--- src/sv/rdd_pkg.sv ---
// Shared widths, command and register codes, and types of the density deposit block.
package rdd_pkg;

  localparam int unsigned VAL_W      = 56;
  localparam int unsigned CRD_W      = 31;
  localparam int unsigned SIZE_W     = 24;
  localparam int unsigned RATIO_W    = 17;
  localparam int unsigned IDX_W      = 12;
  localparam int unsigned CMD_W      = 2;
  localparam int unsigned CFG_IDX_W  = 2;
  localparam int unsigned CFG_DATA_W = 31;

  localparam int unsigned C2_W   = 35;
  localparam int unsigned DEN_W  = 25;
  localparam int unsigned QMAX_W = 10;
  localparam int unsigned OV_W   = 25;
  localparam int unsigned P_W    = 50;

  localparam logic [CMD_W-1:0] CMD_WRITE   = 2'd0;
  localparam logic [CMD_W-1:0] CMD_DEPOSIT = 2'd1;
  localparam logic [CMD_W-1:0] CMD_READ    = 2'd2;
  localparam logic [CMD_W-1:0] CMD_NONE    = 2'd3;

  localparam logic [CFG_IDX_W-1:0] CFG_ORIGIN_X   = 2'd0;
  localparam logic [CFG_IDX_W-1:0] CFG_ORIGIN_Y   = 2'd1;
  localparam logic [CFG_IDX_W-1:0] CFG_BIN_WIDTH  = 2'd2;
  localparam logic [CFG_IDX_W-1:0] CFG_BIN_HEIGHT = 2'd3;

  localparam logic [SIZE_W-1:0] BIN_SIZE_RST = 24'd256;

  localparam int unsigned DEF_GRID_COLS = 64;
  localparam int unsigned DEF_GRID_ROWS = 64;

  typedef struct packed {
    logic              neg;
    logic              over;
    logic [QMAX_W-1:0] q;
  } div_res_t;

endpackage

--- src/sv/rdd_div.sv ---
// Iterative floor divider: edge coordinate to bin number, with neg and over flags.
module rdd_div import rdd_pkg::*; #(
  parameter int unsigned LIMIT = DEF_GRID_COLS
) (
  input  logic                   clk_i,
  input  logic                   rst_ni,
  input  logic                   start_i,
  input  logic signed [C2_W-1:0] num_i,
  input  logic [DEN_W-1:0]       den_i,
  output logic                   done_o,
  output div_res_t               res_o
);

  localparam int unsigned CNT_W = $clog2(QMAX_W + 2);
  localparam int unsigned REM_W = C2_W - 1;
  localparam int unsigned DSH_W = DEN_W + QMAX_W - 1;
  localparam int unsigned LIM_W = DEN_W + QMAX_W + 1;
  localparam logic [CNT_W-1:0] CNT_START = CNT_W'(QMAX_W + 1);

  logic [CNT_W-1:0]  cnt_q;
  logic              done_q;
  logic [REM_W-1:0]  rem_q;
  logic [DSH_W-1:0]  dsh_q;
  logic [DEN_W-1:0]  den_q;
  logic              neg_q;
  logic              over_q;
  logic [QMAX_W-1:0] q_q;
  logic [LIM_W-1:0]  lim;
  logic              ge;

  always_comb begin
    lim = LIM_W'(den_q) * LIM_W'(LIMIT);
    ge  = DSH_W'(rem_q) >= dsh_q;
  end

  always_ff @(posedge clk_i or negedge rst_ni) begin
    if (!rst_ni) begin
      cnt_q  <= '0;
      done_q <= 1'b0;
    end else begin
      done_q <= (cnt_q == CNT_W'(1)) && !start_i;
      if (start_i) begin
        cnt_q <= CNT_START;
      end else if (cnt_q != '0) begin
        cnt_q <= cnt_q - CNT_W'(1);
      end
    end
  end

  always_ff @(posedge clk_i) begin
    if (start_i) begin
      rem_q <= num_i[REM_W-1:0];
      neg_q <= num_i[C2_W-1];
      den_q <= den_i;
      dsh_q <= DSH_W'(den_i) << (QMAX_W - 1);
      q_q   <= '0;
    end else if (cnt_q == CNT_START) begin
      over_q <= !neg_q && (LIM_W'(rem_q) >= lim);
    end else if (cnt_q != '0) begin
      if (ge) begin
        rem_q <= rem_q - REM_W'(dsh_q);
      end
      q_q   <= {q_q[QMAX_W-2:0], ge};
      dsh_q <= dsh_q >> 1;
    end
  end

  assign done_o = done_q;
  assign res_o  = '{neg: neg_q, over: over_q, q: q_q};

endmodule

--- config.mk ---
export PLATFORM = sky130hd
export DESIGN_NAME = rdd_div
export DESIGN_NICKNAME = d
export VERILOG_FILES = /design/src/sv/rdd_pkg.sv /design/src/sv/rdd_div.sv
export SDC_FILE = /design/constraint.sdc
export NUM_CORES = 1
export LEC_CHECK = 0
export BUFFER_PORTS_ARGS = -buffer_cell sky130_fd_sc_hd__buf_2
export CORE_MARGIN = 10
export CORE_UTILIZATION = 50
export DETAILED_ROUTE_END_ITERATION = 8
export PLACE_DENSITY = 0.7
export SYNTH_ARGS = -nofsm -noshare
export SYNTH_HDL_FRONTEND = slang
export SYNTH_SLANG_ARGS = --single-unit
--- constraint.sdc ---
create_clock -name clk_i -period 14 [get_ports clk_i]
set_input_delay 2.8 -clock clk_i [delete_from_list [all_inputs] [get_ports clk_i]]
set_output_delay 2.8 -clock clk_i [all_outputs]
set_load 0.05 [all_outputs]
* After elaboration in Yosys (flattened, before gate mapping)
Index checks and enable logic that the tools add are counted.
** Storage, ports and cells
- Register bits after elaboration :: 110
- Logic and storage cells :: 38
** Cells by class
- Add/sub/neg operators :: 2
- $lt $le $gt $ge :: 2
- Eq/ne operators :: 3
- Multiplexer cells :: 9
- Bitwise operators :: 2
- Reductions and logical operators :: 11
** Operator list (number)
- $mux 34 :: 7
- $ge 34x31->1 :: 1
- $ge 34x34->1 :: 1
- $sub 34x34->34 :: 1
- $mux 4 :: 2
- $reduce_and 2->1 :: 3
- $eq 4x1->1 const B :: 1
- $eq 4x4->1 const B :: 1
- $reduce_bool 2->1 :: 2
- $reduce_bool 4->1 :: 1
- $sub 4x1->4 const B :: 1
- $reduce_and 3->1 :: 1
- $logic_and 1x1->1 :: 2
- $logic_not 1->1 :: 2
- $ne 2x2->1 const B :: 1
- $not 1->1 :: 2

* Longest topological paths before layout
Gate-level depths: netlist of run 1.
- Depth after elaboration :: 5
- Depth in mapped cells :: 10
- Depth with buffers taken out :: 10

* Worst setup path after synthesis of run 1
OpenSTA, ideal clock, no wires.
- Kind :: reg2reg
- From :: register rem_q[0]
- To :: register rem_q[0] (enable)
- Library setup time :: 0.477 ns
- Data arrival time :: 4.746 ns
- Data required time :: 13.523 ns
- Setup slack :: 8.777 ns
- Cell stages (with the launch flop) :: 11
- Period minus slack after synthesis :: 5.223 ns
- Path through :: edfxtp_1 inv_1 ha_1 fa_1 nand2b_1 a211o_1 a21bo_2 a21oi_1 a211oi_1 and2_1 o31ai_1
** Between the ends
- Cells in the longest elaborated chain, start to end :: 3
** RTL lines
- start, declared :: line rdd_div.sv:22 : logic [REM_W-1:0] rem_q;
- start signal, assigned :: line rdd_div.sv:52 : rem_q <= num_i[REM_W-1:0];
- start signal, assigned :: line rdd_div.sv:61 : rem_q <= rem_q - REM_W'(dsh_q);
- $ge 34x34->1 :: line rdd_div.sv:33 : ge = DSH_W'(rem_q) >= dsh_q;
- $reduce_bool 2->1 (no source line)
- $reduce_and 3->1 (no source line)
No other way between the ends.
A chain may end at the register's enable or synchronous reset.

* Worst setup path after layout of run 1
- From :: input start_i
- To :: register dsh_q[21] (enable)
** Between the ends
- Cells in the longest elaborated chain, start to end :: 2
- Elaborated cells on any way between the ends :: 3
- Classes of those cells :: 1 x eq/ne; 2 x reduce/logical
** RTL lines
- start, declared :: line rdd_div.sv:7 : input logic start_i,
- $ne 2x2->1 (no source line) / $reduce_bool 2->1 (equally long branches)
- $reduce_and 2->1 (no source line) (*)
- end signal, assigned :: line rdd_div.sv:55 : dsh_q <= DSH_W'(den_i) << (QMAX_W - 1);
- end signal, assigned :: line rdd_div.sv:64 : dsh_q <= dsh_q >> 1;
- end, declared :: line rdd_div.sv:23 : logic [DSH_W-1:0] dsh_q;
Mark *: on every way between the ends. The rest lies on a longest branch, timed or not.

==> results of run 1 <==
## synthesized netlist by cell type (4+ instances only)
| cell | n |
|---|---|
| nor2_1 | 27 |
| nand2_1 | 117 |
| inv_1 | 70 |
| a21oi_1 | 60 |
| ha_1 | 63 |
| nand3_1 | 12 |
| a21o_1 | 29 |
| buf_2 | 4 |
| o31ai_1 | 29 |
| nor3_1 | 13 |
| nand2b_1 | 7 |
| mux2_2 | 4 |
| a221oi_1 | 4 |
| edfxtp_1 | 86 |
| o21bai_1 | 5 |
| clkbuf_1 | 25 |
| dfxtp_1 | 19 |
| xnor2_1 | 11 |
| xor2_1 | 12 |
| a311oi_1 | 5 |
| a31oi_1 | 4 |
| o21a_1 | 7 |
| a211oi_1 | 9 |
| nand4_1 | 8 |
| o21ai_0 | 41 |
| buf_1 | 5 |
| dfrtp_1 | 5 |
| and2_1 | 6 |
| and3_1 | 7 |
| nor2b_1 | 8 |
## stage by stage
step	power (W)	utilization	instances	instance area, um^2
6_report	0.00156	0.564	988	7800
5_1_grt	0.00168	0.564	988	7800
4_1_cts	0.00155	0.564	988	7800
3_5_place_dp	0.00130	0.544	972	7530
3_3_place_gp	0.00129	0.544	972	7530
2_1_floorplan	0.00110	-	749	7020
## critical path, cell delays in order
cell and delay (ns):
buf_4 0.56, inv_1 0.48, nand2_1 0.64, buf_4 0.35
## flip-flops by register name, indices dropped and copies added (netlist names)
register and cells:
q_q 10, den_q 25, dsh_q 34, done_o 1
neg_q 1, over_q 1, rem_q 34, cnt_q 4
## routing by layer
metal,routed length (um),global-route usage
met1,8150,0.233
met2,8200,0.293
met3,721,0.0291
met4,381,0.0633
met5,0,0
## power groups by stage
stage | clock [W] | sequential (W) | combinational, W
floorplan | 0 | 0.000496 | 0.000605
global placement | 0 | 0.000505 | 0.000780
detailed placement | 0 | 0.000506 | 0.000794
CTS | 0.000250 | 0.000500 | 0.000801
global route | 0.000264 | 0.000508 | 0.000905
finish | 0.000248 | 0.000501 | 0.000810
## logic make-up (layout without fill, tap and decap cells)
kind of cell,count (synthesis),in the layout,synth area share
AO/OA/AOI/OAI,217,217,0.202
buffers and inverters,106,165,0.0585
XOR/XNOR,23,23,0.0287
AND/OR/NAND/NOR,225,225,0.149
flip-flops,110,110,0.440
multiplexers,4,4,0.00642
adder cells (fa/ha/maj),64,64,0.115
## area by class of cell
cell class / count / share of cell area
Tap cell: 180 / 0.0289
Clock inverter: 4 / 0.00273
Clock buffer: 12 / 0.0329
Inverter: 70 / 0.0337
Timing Repair Buffer: 79 / 0.0523
Sequential cell: 110 / 0.396
Multi-Input combinational cell: 533 / 0.454
## worst paths after layout
| path | to | from | slack, ns | depth (start not counted) |
|---|---|---|---|---|
| hold reg to reg | q_q[9] | q_q[9] | 0.47 | 2 |
| setup / recovery | dsh_q[21] | start_i | 9.19 | 4 |
| min in group asynchronous | cnt_q[0] | rst_ni | 2.25 | 1 |
| max in group asynchronous | done_o | rst_ni | 11.61 | 1 |
| setup reg to reg | rem_q[24] | rem_q[0] | 9.72 | 11 |
| hold / removal | q_q[9] | q_q[9] | 0.47 | 2 |
==> results by group, run 1 <==
Outcome
  • Outcome: complete, no violations

Placement
  • Final GP Congestion: 0.888
  • Worst slack, placed: 8.78 ns
  • IO buf count: 75
  • Post-DP HPWL: 13300 um

Synth
  • Mapped Area: 7020 um^2
  • Dominant register cell in the synthesized netlist: edfxtp_1
  • Synth Register Bits: 110
  • Ranking of synthesized cells by area: edfxtp_1, ha_1, nand2_1
  • Yosys top cell area share: 0.368
  • Sequential cell area fraction in the yosys report: 0.440
  • Cell variety after synth: 60
  • Mapped Nets: just under 900
  • Post-Syn Instances: 749
  • Ys async rst share: 0.0455
  • EDFF count, synth: 86
  • Yosys top cell by area: edfxtp_1
  • Yosys warns: 0
  • Mean Syn Cell Area: 9.37 um^2

Clocking
  • Setup repair bufs after CTS: 0
  • CTS root buf: clkbuf_16
  • Maximum clock insertion buffer count: 2
  • Htree depth: 3
  • CTS sink cnt: 110
  • Worst-Skew Late Latency: 0.36 ns
  • CTS Buf Count: 9
  • CTS resizes: 0
  • Worst-path clk slew: 0.07 ns
  • Cts hold-fix bufs: 0
  • TritonCTS clock tree: done

Drt
  • Vias: between 5000 and 6000
  • DR pass1 iterations: 5
  • Antenna Nets Post-Route: 0
  • Avg WL per Cell: between 15 and 20 um
  • # DRC: 0
  • Iteration-0 DRC Markers: around 540
  • Post-Route WL: 17400 um
  • Avg Vias per Cell: 5.71

Finish
  • Layout area overhead: 11.2%
  • Commonest non-fill, non-tap cell in the layout: nand2_1
  • Final Net Count: 930
  • Register area: 3090 um^2
  • Ant diodes: 0
  • Ratio of cells with drive above 1 in the final layout: 0.131
  • Most frequent cells in the layout: nand2_1, edfxtp_1, buf_2
  • Footprint of the multi-input gates: 3540 um^2
  • Fill cells: 1267

STA
  • Final min period: 4.81 ns
  • Slew Viols, Final: 0
  • Final Hold Fails: 0
  • Tightest Pin Transition: 1.03 ns
  • Period utilization: 0.343
  • Fmax achieved: 208 MHz
  • Clk_skew: 0.00738 ns
  • Total negative setup slack: 0 ns
  • Final setup viols: 0
  • RSZ-0062 raised after global routing: no
  • Slew HR: 0.297
  • Final worst slack: roughly 9.2 ns
  • Hold WS: between 0.4 and 0.5 ns

Power
  • Max VDD drop: 0.0875 mV
  • Clock Power Share: 0.159
  • Logic pwr share: 0.520
  • Leakage power: 3.39 nW
  • NetSw: around 0.00065 W
  • Sw Share: 0.420
  • Reg power frac: 0.321
  • Power Dens Cells: 200 nW/um^2
  • Cell-internal power: 0.000904 W

Setup path
  • Critical Path Start Type: input pin
  • Arr. time, crit path: 4.85 ns
  • Worst EP required: 14.05 ns
  • Crit Path Class: in2reg
  • Worst-path maximum fanout: between 70 and 80
  • Critical Path Sink Type: flop

GRT
  • Vias in the first global route: 5632
  • Initial antenna violation count: 0
  • GRT overflow: 0
  • Gr usage total: 0.179
  • Global-route wire length before repair: 28500 um
  • Largest net degree at the start of global routing: 88

Die
  • Die area: approximately 19000 um^2
  • Die height: 138 um
  • Row count: 43
  • Initial Utilization: 0.507
  • Number of I/O pins: 76
  • Core area: 13800 um^2
  • Die Wd: 138 um

Hold path
  • Path category of the worst min-delay check: reg2reg

Job
  • Number of max-cap violations: 0
Power figures use the tool's default switching activity.
==> inputs of run 2 (changes only) <==
==> constraint.sdc (replaced) <==
create_clock -name clk_i -period 4.96 [get_ports clk_i]
set_input_delay 0.992 -clock clk_i [delete_from_list [all_inputs] [get_ports clk_i]]
set_output_delay 0.992 -clock clk_i [all_outputs]
set_load 0.05 [all_outputs]
==> run 2 against run 1 <==
Effect of this change:
- non-clock buffer count grew 1
- clock power grew to 2.9 times the previous value
- critical path depth is 7 higher
- sequential share of layout area down 0.051 points
- global-route usage up 0.32 points
- sequential cell count is the same
- routed wire length up 1.8%
- combinational power grew to 2.8 times the previous value
- critical endpoint is now rem_q[2]
==> results by group, run 2 (synthesis results as in run 1) <==
Outcome
  • Outcome: complete, no violations

Setup path
  • Critical Path Max Stage Delay: 0.48 ns (-0.16 ns)
  • Crit path cell chain: inv_1 -> ha_1 -> fa_1 -> nand2b_1 -> a211o_1 -> a21bo_2 -> a21oi_1 -> a211oi_1 -> and2_1 -> o31ai_4 -> buf_4
  • Arr. time, crit path: 3.86 ns (-0.99 ns)
  • Reg2Reg Depth: 11 (unchanged)
  • FF-to-FF End: rem_q[2]
  • Critical path endpoint: rem_q[2]
  • Critical path origin: rem_q[0]
  • FF-to-FF Start: rem_q[0]
  • Crit Path Class: reg2reg
  • Worst EP required: 4.99 ns (-9.06 ns)
  • Critical Path Sink Type: flop
  • Critical Path Start Type: flop
  • R2R setup slack: 1.13 ns (-8.59 ns)
  • Critical Path Stages: 11 (+7)
  • Worst-path maximum fanout: 26 (-66%)
  • CP delay by family, top: compound AO/OA/AOI/OAI gates
  • CP max-delay cell: o31ai_4
  • Crit path buffers/inverters: 2 (-1)

Clocking
  • Maximum clock insertion buffer count: 2 (unchanged)
  • CTS Buf Count: 9 (unchanged)
  • CTS root buf: clkbuf_16
  • Worst-Skew Late Latency: 0.37 ns (about the same)
  • Cts hold-fix bufs: 0 (unchanged)
  • TritonCTS clock tree: done
  • Worst-path clk slew: 0.08 ns (about the same)
  • CTS resizes: 0 (unchanged)
  • Htree depth: 3 (unchanged)
  • Setup repair bufs after CTS: 0 (unchanged)
  • CTS sink cnt: 110 (unchanged)

Hold path
  • Path category of the worst min-delay check: in2async

Finish
  • Ant diodes: 0 (unchanged)
  • Commonest non-fill, non-tap cell in the layout: nand2_1
  • Most frequent cells in the layout: nand2_1, edfxtp_1, buf_2
  • Layout Cells excl Fill: 989 (+0.10%)
  • Layout area overhead: 11.4%
  • Ratio of cells with drive above 1 in the final layout: 0.133 (+0.00231)
  • Fill cells: 1270 (+0.24%)
  • Final Net Count: 931 (+0.11%)
  • Largest regs: dsh_q (34), rem_q (34), den_q (25)

Drt
  • # DRC: 0 (unchanged)
  • DR WL met2: 8520 um (+4.0%)
  • Max Used Layer: met4
  • Avg Vias per Cell: 5.63 (-1.4%)
  • Antenna Nets Post-Route: 0 (unchanged)
  • WL met3: 648 um (-10%)
  • Iteration-0 DRC Markers: 446 (-18%)
  • Avg WL per Cell: 18.0 um (+1.7%)
  • Wl on met1: 8280 um (+1.6%)
  • Vias: 5569 (-1.3%)
  • Post-Route WL: 17800 um (+1.8%)
  • DR pass1 iterations: 6 (+1)

Power
  • Power, Total: 0.00440 W (+180%)
  • Leakage power: 3.39 nW (+0.16%)
  • Max VDD drop: 0.229 mV (+160%)
  • Power Dens Cells: 563 nW/um^2 (+180%)

STA
  • Tightest Pin Transition: 0.924 ns (-0.104 ns)
  • Fmax achieved: between 200 and 300 MHz
  • Slew HR: 0.384 (+0.0871)
  • RSZ-0062 raised after global routing: no
  • Period utilization: 0.772
  • Final Hold Fails: 0 (unchanged)
  • Slew Viols, Final: 0 (unchanged)
  • Total negative setup slack: 0 ns (unchanged)
  • Final setup viols: 0 (unchanged)
  • Final min period: around 3.8 ns
  • Hold WS: 0.430 ns (-0.0358 ns)
  • Clk_skew: 0.0128 ns (+0.00543 ns)

GRT
  • Initial antenna violation count: 0 (unchanged)
  • Gr usage total: 0.182 (+0.00323)
  • Global-route wire length before repair: 28800 um (+1.0%)
  • Largest net degree at the start of global routing: 91 (+3.4%)
  • GRT overflow: 0 (unchanged)
  • Vias in the first global route: 5673 (+0.73%)

Placement
  • Final GP Congestion: 0.887 (about the same)
  • Post-DP HPWL: 13600 um (+2.5%)
  • IO buf count: 75 (unchanged)
  • Placed cells: 973 (+0.10%)

Die
  • Row count: 43 (unchanged)
  • Die Wd: 138 um (unchanged)
  • Core area: 13800 um^2 (unchanged)
  • Initial Utilization: 0.507 (unchanged)
  • Die height: 138 um (unchanged)
  • Number of I/O pins: 76 (unchanged)
  • Die area: 19200 um^2 (unchanged)

Job
  • Number of max-cap violations: 0 (unchanged)
-- run 2: changes by cell type in the layout (fill, tap and decap cells not counted), sizes merged --
cell	previous run	this run
inv	71	75
clkbuf	12	10
clkinv	3	1
buf	79	80
-- run 2: worst min-delay path by stage --
stage | startpoint | endpoint | slack (ns) | cells after the start
3_3_place_gp | q_q[9] | q_q[9] | 0.44 | 2
6_report | rst_ni | cnt_q[2] | 0.43 | 1
2_1_floorplan | dsh_q[0] | dsh_q[0] | 0.44 | 2
4_1_cts | rst_ni | cnt_q[2] | 0.42 | 1
3_5_place_dp | q_q[6] | q_q[6] | 0.46 | 2
5_1_grt | rst_ni | cnt_q[2] | 0.42 | 1
-- run 2: stage by stage --
| stage | util | setup slack, ns | instance area (um^2) |
|---|---|---|---|
| 2_1_floorplan | - | 0.790 | 7020 |
| 3_3_place_gp | 0.545 | 1.29 | 7530 |
| 3_5_place_dp | 0.545 | 1.14 | 7530 |
| 4_1_cts | 0.565 | 1.11 | 7810 |
| 5_1_grt | 0.565 | 0.901 | 7810 |
| 6_report | 0.565 | 1.13 | 7810 |
-- run 2: routing by layer --
layer | GRT usage | up-vias
li1 | - | 2806
met1 | 0.231 | 2639
met2 | 0.302 | 105
met3 | 0.0377 | 19
met4 | 0.0577 | 0
met5 | 0 | -
-- run 2: final cells by class --
class,instances,area [um^2],area share
flip-flops and latches,110,3090,0.395
multi-input cells,533,3540,0.453
well taps,180,225,0.0288
clock buffers,10,230,0.0295
inverters,70,263,0.0336
clock inverters,6,50.0,0.00641
repair buffers,80,415,0.0532
-- run 2: report_power, final --
group,switching [W],internal (W)
logic,0.00138,0.000908
clock network,0.000356,0.000352
registers,0.000124,0.00128
==> inputs of run 3 (changes only) <==
--- a/config.mk
+++ b/config.mk
@@ -5,11 +5,12 @@
 export SDC_FILE = /design/constraint.sdc
 export NUM_CORES = 1
 export LEC_CHECK = 0
+export ABC_AREA = 1
 export BUFFER_PORTS_ARGS = -buffer_cell sky130_fd_sc_hd__buf_2
 export CORE_MARGIN = 10
 export CORE_UTILIZATION = 50
 export DETAILED_ROUTE_END_ITERATION = 8
-export PLACE_DENSITY = 0.7
+export PLACE_DENSITY = 0.72
 export SYNTH_ARGS = -nofsm -noshare
 export SYNTH_HDL_FRONTEND = slang
 export SYNTH_SLANG_ARGS = --single-unit
==> constraint.sdc (replaced) <==
create_clock -name clk_i -period 3.15 [get_ports clk_i]
set_input_delay 0.63 -clock clk_i [delete_from_list [all_inputs] [get_ports clk_i]]
set_output_delay 0.63 -clock clk_i [all_outputs]
set_load 0.05 [all_outputs]
==> run 3 against run 2 <==
Effect of this change:
- sequential power grew 56%
- first-iteration DRC count is 4.9% lower
- largest cell class unchanged
- design area rose by 8.2%
- critical endpoint is now rem_q[10]
==> results by group, run 3 <==
Setup path
  • Most used cell, CP: nand2_1
  • Critical Path Start Type: flop
  • CP max-delay cell: edfxtp_1
  • Critical Path Max Stage Delay: 0.43 ns (-0.05 ns)
  • Worst-path maximum fanout: 19 (-27%)
  • CP delay by family, top: simple AND/OR/NAND/NOR gates
  • Worst EP required: 3.20 ns (-1.79 ns)
  • Crit path cell chain: ha_1 -> nand2_1 -> nor2_2 -> inv_1 -> nor2_1 -> nand4_1 -> nand2_1 -> nor2_1 -> nand2_1 -> nand2_1 -> nand2_1 -> buf_4
  • Crit path buffers/inverters: 2 (unchanged)
  • Crit Path Class: reg2reg
  • Critical Path Sink Type: flop
  • Arr. time, crit path: 2.57 ns (-1.29 ns)

Power
  • Power, Total: 0.00737 W (+67%)
  • Leakage power: 4.13 nW (+22%)
  • Max VDD drop: 0.478 mV (+110%)
  • Power Dens Cells: 872 nW/um^2 (+55%)

Synth
  • Yosys top cell area share: 0.342 (-0.0263)
  • Sequential cell area fraction in the yosys report: 0.409 (-0.0314)
  • Synth Register Bits: 110 (unchanged)
  • EDFF count, synth: 86 (unchanged)
  • Mapped Area: 7550 um^2 (+7.7%)
  • Mapped Nets: 1121 (+28%)
  • Yosys top cell by area: edfxtp_1
  • Dominant register cell in the synthesized netlist: edfxtp_1
  • Ranking of synthesized cells by area: edfxtp_1, nand2_1, ha_1
  • Ys async rst share: 0.0455 (unchanged)
  • Mean Syn Cell Area: 7.60 um^2 (-19%)
  • Yosys warns: 0 (unchanged)
  • Commonest cells in the netlist: nand2_1, inv_1, edfxtp_1, nor2_1, ha_1
  • Post-Syn Instances: 994 (+33%)
  • Cell variety after synth: 38 (-37%)
  • Most common cell in the synthesized netlist: nand2_1

Clocking
  • Worst-Skew Late Latency: 0.37 ns (about the same)
  • CTS resizes: 0 (unchanged)
  • Cts hold-fix bufs: 0 (unchanged)
  • Maximum clock insertion buffer count: 2 (unchanged)
  • CTS sink cnt: 110 (unchanged)
  • Worst-path clk slew: 0.08 ns (about the same)
  • CTS root buf: clkbuf_16
  • TritonCTS clock tree: done
  • CTS Buf Count: 9 (unchanged)
  • Htree depth: 3 (unchanged)
  • Setup repair bufs after CTS: 0 (unchanged)

GRT
  • Gr usage total: 0.195 (+0.0135)
  • GRT overflow: 0 (unchanged)
  • Global-route wire length before repair: 32000 um (+11%)
  • Vias in the first global route: 6617 (+17%)
  • Largest net degree at the start of global routing: 59 (-35%)
  • Initial antenna violation count: 0 (unchanged)

STA
  • Final min period: 2.51 ns (-1.32 ns)
  • Slew HR: 0.577 (+0.193)
  • Slew Viols, Final: 0 (unchanged)
  • Clk_skew: 0.00611 ns (-0.00670 ns)
  • Tightest Pin Transition: 0.629 ns (-0.295 ns)
  • Fmax achieved: 398 MHz (+52%)
  • Total negative setup slack: 0 ns (unchanged)
  • Final setup viols: 0 (unchanged)
  • Final Hold Fails: 0 (unchanged)
  • Hold WS: 0.0583 ns (-0.372 ns)
  • RSZ-0062 raised after global routing: no
  • Period utilization: 0.798 (+0.0255)
  • Final worst slack: 0.637 ns (-0.493 ns)

Drt
  • Avg Vias per Cell: 5.19 (-7.9%)
  • Vias: 6512 (+17%)
  • DR pass1 iterations: 5 (-1)
  • Iteration-0 DRC Markers: 424 (-4.9%)
  • Avg WL per Cell: 15.4 um (-14%)
  • Post-Route WL: 19300 um (+8.5%)
  • # DRC: 0 (unchanged)
  • Antenna Nets Post-Route: 0 (unchanged)

Finish
  • Commonest non-fill, non-tap cell in the layout: nand2_1
  • Final Net Count: 1193 (+28%)
  • Layout area overhead: 11.9%
  • Ratio of cells with drive above 1 in the final layout: 0.142 (+0.00843)
  • Most frequent cells in the layout: nand2_1, inv_1, edfxtp_1
  • Ant diodes: 0 (unchanged)
  • Largest regs: dsh_q (34), rem_q (34), den_q (25)

Die
  • Core area: 14600 um^2 (+5.9%)
  • Die height: 143 um (+3.2%)
  • Initial Utilization: 0.516 (+0.00852)
  • Die Wd: 143 um (+3.2%)
  • Number of I/O pins: 76 (unchanged)
  • Row count: 44 (+2.3%)
  • Die area: 20400 um^2 (+6.6%)

Placement
  • Post-DP HPWL: 15400 um (+13%)
  • IO buf count: 75 (unchanged)
  • Final GP Congestion: 0.958 (+7.9%)
  • Worst slack, placed: 0.674 ns (-0.467 ns)

Job
  • Number of max-cap violations: 0 (unchanged)

Hold path
  • Path category of the worst min-delay check: in2async

Outcome
  • Outcome: complete, no violations
[run 3: cell count changes after synthesis, sizes merged, moves of 8 or more]
cell / delta
nand3: +42
nor2: +66
nand2: +205
a21o: -28
xor2: -12
o31ai: -20
a211oi: -8
o21ai: +18
nor2b: -8
or2: +9
inv: +75
a21oi: -8
clkbuf: -12
[run 3: report_power, final]
group	switching (W)	total [W]	internal, W
sequential	0.000194	0.00219	0.00200
combinational	0.00258	0.00394	0.00136
clock	0.000591	0.00123	0.000638
total	0.00337	0.00737	0.00400
[run 3: final cells by class]
cell class | count | area, um^2
clock buffer | 9 | 225
tap | 184 | 230
sequential | 110 | 3090
timing repair buffer | 85 | 465
clock inverter | 7 | 85.1
inverter | 147 | 552
multi-input combinational | 713 | 3810
fill | 1412 | 6190
[run 3: cells by family after synthesis]
family	count (synthesis)	share of synthesized area
compound gates	135	0.0992
simple gates	509	0.292
buf+inv	171	0.0874
fa+ha+maj	64	0.107
xor+xnor	5	0.00580
flops	110	0.409
[run 3: worst reg2reg max path: stages (launching register included)]
cell,delay [ns]
edfxtp_1,0.43
ha_1,0.38
nand2_1,0.12
nor2_2,0.19
inv_1,0.06
nor2_1,0.21
nand4_1,0.13
nand2_1,0.09
nor2_1,0.04
nand2_1,0.09
nand2_1,0.06
nand2_1,0.08
buf_4,0.30
[run 3: per-stage QoR]
| step | cell area, um^2 | std cells | utilization |
|---|---|---|---|
| 3_3_place_gp | 8140 | 1239 | 0.556 |
| 3_5_place_dp | 8140 | 1239 | 0.556 |
| 4_1_cts | 8450 | 1255 | 0.577 |
| 6_report | 8450 | 1255 | 0.577 |
| 2_1_floorplan | 7550 | 994 | - |
| 5_1_grt | 8450 | 1255 | 0.577 |
[run 3: worst paths after layout]
path,start,end,slack [ns],cells past startpoint
worst max-delay path,rem_q[15],rem_q[10],0.64,12
min in group clk_i,num_i[34],neg_q,0.43,1
worst min-delay path,rst_ni,cnt_q[3],0.06,1
worst max register to register,rem_q[15],rem_q[10],0.64,12
worst min register to register,q_q[0],q_q[0],0.47,2
max in group asynchronous,rst_ni,cnt_q[2],2.96,1
[run 3: routing by layer]
metal | track usage | part of all wire
met2 | 0.312 | 0.45
met1 | 0.258 | 0.46
met5 | 0 | 0
met3 | 0.0425 | 0.072
met4 | 0.0608 | 0.016
